**config.mk**
```make
export PLATFORM = sky130hd
export DESIGN_NAME = mme_mac
export DESIGN_NICKNAME = d
export VERILOG_FILES = /design/src/mme_pkg.sv /design/src/mme_mac.sv
export SDC_FILE = /design/constraint.sdc
export NUM_CORES = 1
export LEC_CHECK = 0
export ABC_AREA = 1
export BUFFER_PORTS_ARGS = -buffer_cell sky130_fd_sc_hd__buf_2
export CORE_ASPECT_RATIO = 0.7
export CORE_UTILIZATION = 35
export DETAILED_ROUTE_END_ITERATION = 7
export PLACE_DENSITY = 0.47
export SLEW_MARGIN = 20
export SYNTH_ARGS = -nofsm -noshare
export SYNTH_HDL_FRONTEND = slang
export SYNTH_SLANG_ARGS = --single-unit
export TNS_END_PERCENT = 30
```
**constraint.sdc**
```tcl
create_clock -name clock -period 9.1 [get_ports clock]
set_input_delay 0.91 -clock clock [delete_from_list [all_inputs] [get_ports clock]]
set_output_delay 0.91 -clock clock [all_outputs]
set_load 0.05 [all_outputs]
```
**src/mme_pkg.sv**
```systemverilog
`timescale 1ns / 1ps
// ----------------------------------------------------------------------------
// mme_pkg
// Shared types, codes and helpers of the matrix multiply engine.
// ----------------------------------------------------------------------------
package mme_pkg;

   localparam int DEF_MAX_DIM = 8;   // default largest matrix dimension
   localparam int DIM_W       = 4;   // width of a dimension register
   localparam int IDX_W       = 3;   // width of a row or column field
   localparam int VAL_W       = 32;  // element and product width

   // input word kinds, carried on req_tuser
   typedef enum logic [1:0] {
      CMD_LOAD_A = 2'd0,
      CMD_LOAD_B = 2'd1,
      CMD_START  = 2'd2,
      CMD_NONE   = 2'd3
   } mme_cmd_type;

   // register indexes, byte address is four times the index
   typedef enum logic [1:0] {
      REG_ROWS_A = 2'd0,
      REG_COLS_A = 2'd1,
      REG_ROWS_B = 2'd2,
      REG_COLS_B = 2'd3
   } mme_reg_type;

   // result status, carried on rsp_tuser
   localparam logic STATUS_OK       = 1'b0;
   localparam logic STATUS_MISMATCH = 1'b1;

   // control that travels beside one a/b element pair through the mac
   typedef struct packed {
      logic valid;
      logic first_k;
      logic last_k;
   } mme_ctrl_type;

   // zero counts as one, values above the store size saturate
   function automatic logic [DIM_W-1:0] dim_of(input logic [DIM_W-1:0] v,
                                                input int max_dim);
      logic [DIM_W-1:0] r;
      if (v == '0) begin
         r = DIM_W'(1);
      end else if (int'(v) > max_dim) begin
         r = DIM_W'(max_dim);
      end else begin
         r = v;
      end
      return r;
   endfunction

endpackage

```
**src/mme_mac.sv**
```systemverilog
`timescale 1ns / 1ps
// ----------------------------------------------------------------------------
// mme_mac
// Multiply-accumulate unit: registered multiply, then a wrapping 32-bit sum.
// ----------------------------------------------------------------------------
module mme_mac
   import mme_pkg::*;
(
   input  logic             clock,
   input  logic             reset,
   input  mme_ctrl_type     ctrl,
   input  logic [VAL_W-1:0] a_data,
   input  logic [VAL_W-1:0] b_data,
   output logic [VAL_W-1:0] sum,
   output logic             sum_done
);

   logic [VAL_W-1:0] prod_ff, prod_in;
   mme_ctrl_type     prod_ctrl_ff;
   logic [VAL_W-1:0] acc_ff, acc_in;
   logic             done_ff, done_in;

   // low 32 bits are the same for signed and unsigned operands
   assign prod_in = VAL_W'(a_data * b_data);

   always_comb begin
      acc_in  = acc_ff;
      done_in = 1'b0;
      if (prod_ctrl_ff.valid) begin
         acc_in  = prod_ctrl_ff.first_k ? prod_ff : VAL_W'(acc_ff + prod_ff);
         done_in = prod_ctrl_ff.last_k;
      end
   end

   always_ff @(posedge clock) begin
      prod_ff <= prod_in;
      if (reset) begin
         prod_ctrl_ff <= '0;
         acc_ff       <= '0;
         done_ff      <= 1'b0;
      end else begin
         prod_ctrl_ff <= ctrl;
         acc_ff       <= acc_in;
         done_ff      <= done_in;
      end
   end

   assign sum      = acc_ff;
   assign sum_done = done_ff;

endmodule

```
==> results.md <==
* Layout Cells excl Fill at 3642
* # DRC at 0
* DR vias at ~17000
* Slew margin rel. at 0.385
* GRT Residual Overflow at 0
* Gr usage total at 0.220
* Via density per instance at 4.71
* Vias in the first global route at 16998
* First-pass GRT wire length at 101 mm
* DRT antenna net count at 0
* Synthesized area at 20800 µm²
* Syn Nets at around 3500
* Seq/Total Area, Yosys at 0.0655
* Crit end category: flip-flop
* Share of cells above drive strength 1 at 0.0587
* Startpoint Class: input pin
* CTS Sinks at 68
* Final Skew at between 0.005 and 0.006 ns
* Finish-stage setup viols at 0
* Main synth FF type: dfxtp_1
* Worst setup path start: b_data[5]
* Area delta synth->final at 6.61%
* Number of setup buffers added after CTS at 0
* RSZ-0062 raised after global routing: false
* Post-synth EDFFs at 0
* Critical path depth at 24
* Worst path max stage delay at 0.59 ns
* Initial Util at 0.355
* Worst Setup EP: prod_ff[27]
* GR peak layer: met1
* Total Wirelength at 64.5 mm
* Cell Chain, Critical Path: buf_2, nand2_1, fa_1, fa_1, inv_1, fa_1, inv_1, fa_1, inv_1, fa_1, fa_1, fa_1, fa_1, ha_1, nand2_1, inv_1, nand3_1, nor2_1, nand4_1, nand3_1, nand2_1, nand2_1, a21boi_1, xnor2_1
* CTS tree: yes
* Synth cell types at 48
* Crit-path max FO at 27
* Reg2reg path depth at 13
* MaxCap Viol Count at 0
* Post-detail-place hpwl at 52.9 mm
* Clock period minus final worst setup slack at 7.49 ns
* Worst R2R Start: sum[0]
* Final-report hold violation count at 0
* Crit share post-route at 0.823
* Critical path's most frequent cell: fa_1
* Clock latency at the later pin of the worst-skew pair at around 0.36 ns
* Max-slew violations at 0
* Initial antenna violation count at 1
* Slowest cell on crit path: fa_1
* R2r setup slk at 6.18 ns
* Hold WS at 0.430 ns
* Nets at approximately 3500
* CTS H-tree lvls at 3
* FFs w/ async S/R, synth at 0
* Pin count of the biggest net entering global routing at 50
* Met3 usage in global routing at 0.0354
* I/O Pins at 102
* Syn Area/Cell at 7.32 µm²
* Clock Path Buffers at 2
* Synth Instances at ~2800
* Die H at 206 µm
* Num CTS Buffers at 9
* Worst path bufs/invs at 5
* GP Congestion at slightly above 0.9
* Placed Cells at 3626
* Chip width at 293 µm
* Port-buffer cells at 101
* Hold Buf Count CTS at 0
* GRT met1 Usage at 0.368
* Full die area at a little over 60000 µm²
* Fmax at about 0.13 GHz
* Antenna Cells at 0
* Clk root buf: clkbuf_16
* Min-Delay Path Class: reg2reg
* R2R Path End: sum[30]
* WL/cell at roughly 18 µm
* Worst path top cell family by delay: adder cells
* Worst Path Required at between 9 and 10 ns
* TritonRoute pass-1 iters at 7
* Worst path arrival time at 7.76 ns
* Dpl ws at 1.33 ns
* Syn. warnings at 0
* Flops & latches, synth at 68
* Setup_tns at 0 ns
* 1st-iter DRT viols at between 1000 and 1500
* Core region area at roughly 59000 µm²
* Outcome: finished, final reports clean
* Clock transition at path regs at 0.06 ns
* Kind of critical path: in2reg
* # fillers at between 6000 and 7000
* Core Rows at 74
* Worst Tran Pin Value at between 0.9 and 1 ns
* CTS resizes at 0
* Setup WS post-layout at ~1.6 ns
* Met2 GRT Util at 0.297
layer usage:
layer / part of all wire / routed length, µm / vias to the layer above
met5: 0 / 0 / -
met4: 0.0063 / 406 / 0
met3: 0.070 / 4530 / 24
met2: 0.39 / 24900 / 508
met1: 0.54 / 34600 / 8455
li1: - / - / 8170
placed cells by master (no fill, tap or decap), drive strengths merged, types with 11 or more instances in the layout:
| master | netlist | routed |
|---|---|---|
| nand2 | 830 | 830 |
| inv | 782 | 782 |
| fa | 409 | 409 |
| ha | 154 | 154 |
| buf | 37 | 109 |
| a21oi | 104 | 104 |
| nor2 | 104 | 104 |
| nand3 | 77 | 77 |
| dfxtp | 68 | 68 |
| o21ai | 51 | 51 |
| xor2 | 32 | 32 |
| xnor2 | 19 | 19 |
| o211ai | 15 | 15 |
| nand4 | 14 | 14 |
| clkbuf | 84 | 11 |
sequential cells by signal, indices dropped and copies added, names as in the netlist:
| name | cells |
|---|---|
| prod_ctrl_ff | 3 |
| prod_ff | 32 |
| sum_done | 1 |
| sum | 32 |
through the flow:
stage	utilization	area, µm²
6_report	0.379	22200
4_1_cts	0.379	22200
5_1_grt	0.379	22200
2_1_floorplan	-	20800
3_5_place_dp	0.373	21800
3_3_place_gp	0.373	21800
area by class of cell:
type,instances,area (µm²),share of cell area
clock buffer,11,253,0.0114
clock inverter,5,60.1,0.00271
inverter,782,2940,0.132
multi-input combinational,1869,16000,0.721
sequential,68,1360,0.0614
tap,798,998,0.0451
timing repair buffer,109,566,0.0255
synth_stat cells, types with 6 or more instances:
cell	number	area share
nor3_1	8	0.0019
inv_1	775	0.14
nand4_1	14	0.0042
clkbuf_1	82	0.015
o21ai_1	9	0.0022
nand2_1	825	0.15
nand3b_1	6	0.0022
o21a_1	7	0.0025
nor2_1	94	0.017
fa_1	409	0.39
dfxtp_1	68	0.065
inv_2	7	0.0013
buf_1	10	0.0018
o21bai_1	8	0.0029
nand3_1	75	0.018
xor2_1	32	0.013
ha_1	154	0.093
nor2_2	8	0.0024
xnor2_1	19	0.0080
a21oi_1	95	0.023
a21o_1	8	0.0029
o21ai_0	40	0.0096
buf_2	22	0.0053
a21oi_2	9	0.0038
o211ai_1	13	0.0047
worst min path at each step:
stage	endpoint	from	cells after the start
final	sum_done	prod_ctrl_ff[0]	2
after global routing	sum_done	prod_ctrl_ff[0]	2
after CTS	sum_done	prod_ctrl_ff[0]	2
after detailed placement	sum_done	prod_ctrl_ff[0]	2
after global placement	sum_done	prod_ctrl_ff[0]	2
after floorplan	sum_done	prod_ctrl_ff[0]	2
logic make-up after synthesis:
family / after synthesis / share of synthesized area
adders and majority gates: 563 / 0.487
xor gates and xnor gates: 51 / 0.0215
AOI/OAI and AO/OA: 207 / 0.0591
buffers and inverters: 903 / 0.165
DFF: 68 / 0.0655
and+or+nand+nor: 1048 / 0.202
worst reg2reg max path: stages, from the launching register on:
cell,delay [ns]
dfxtp_1,0.36
ha_1,0.20
inv_1,0.06
fa_1,0.35
inv_1,0.10
nand3_1,0.07
nand2_1,0.27
a21boi_1,0.27
o21ai_1,0.48
nand3_1,0.24
nand3_1,0.14
nand3_1,0.08
nand2_1,0.09
a21oi_1,0.06
Power is not shown: default switching activity piles up to over one toggle a cycle in this logic, so the estimate is an artifact.
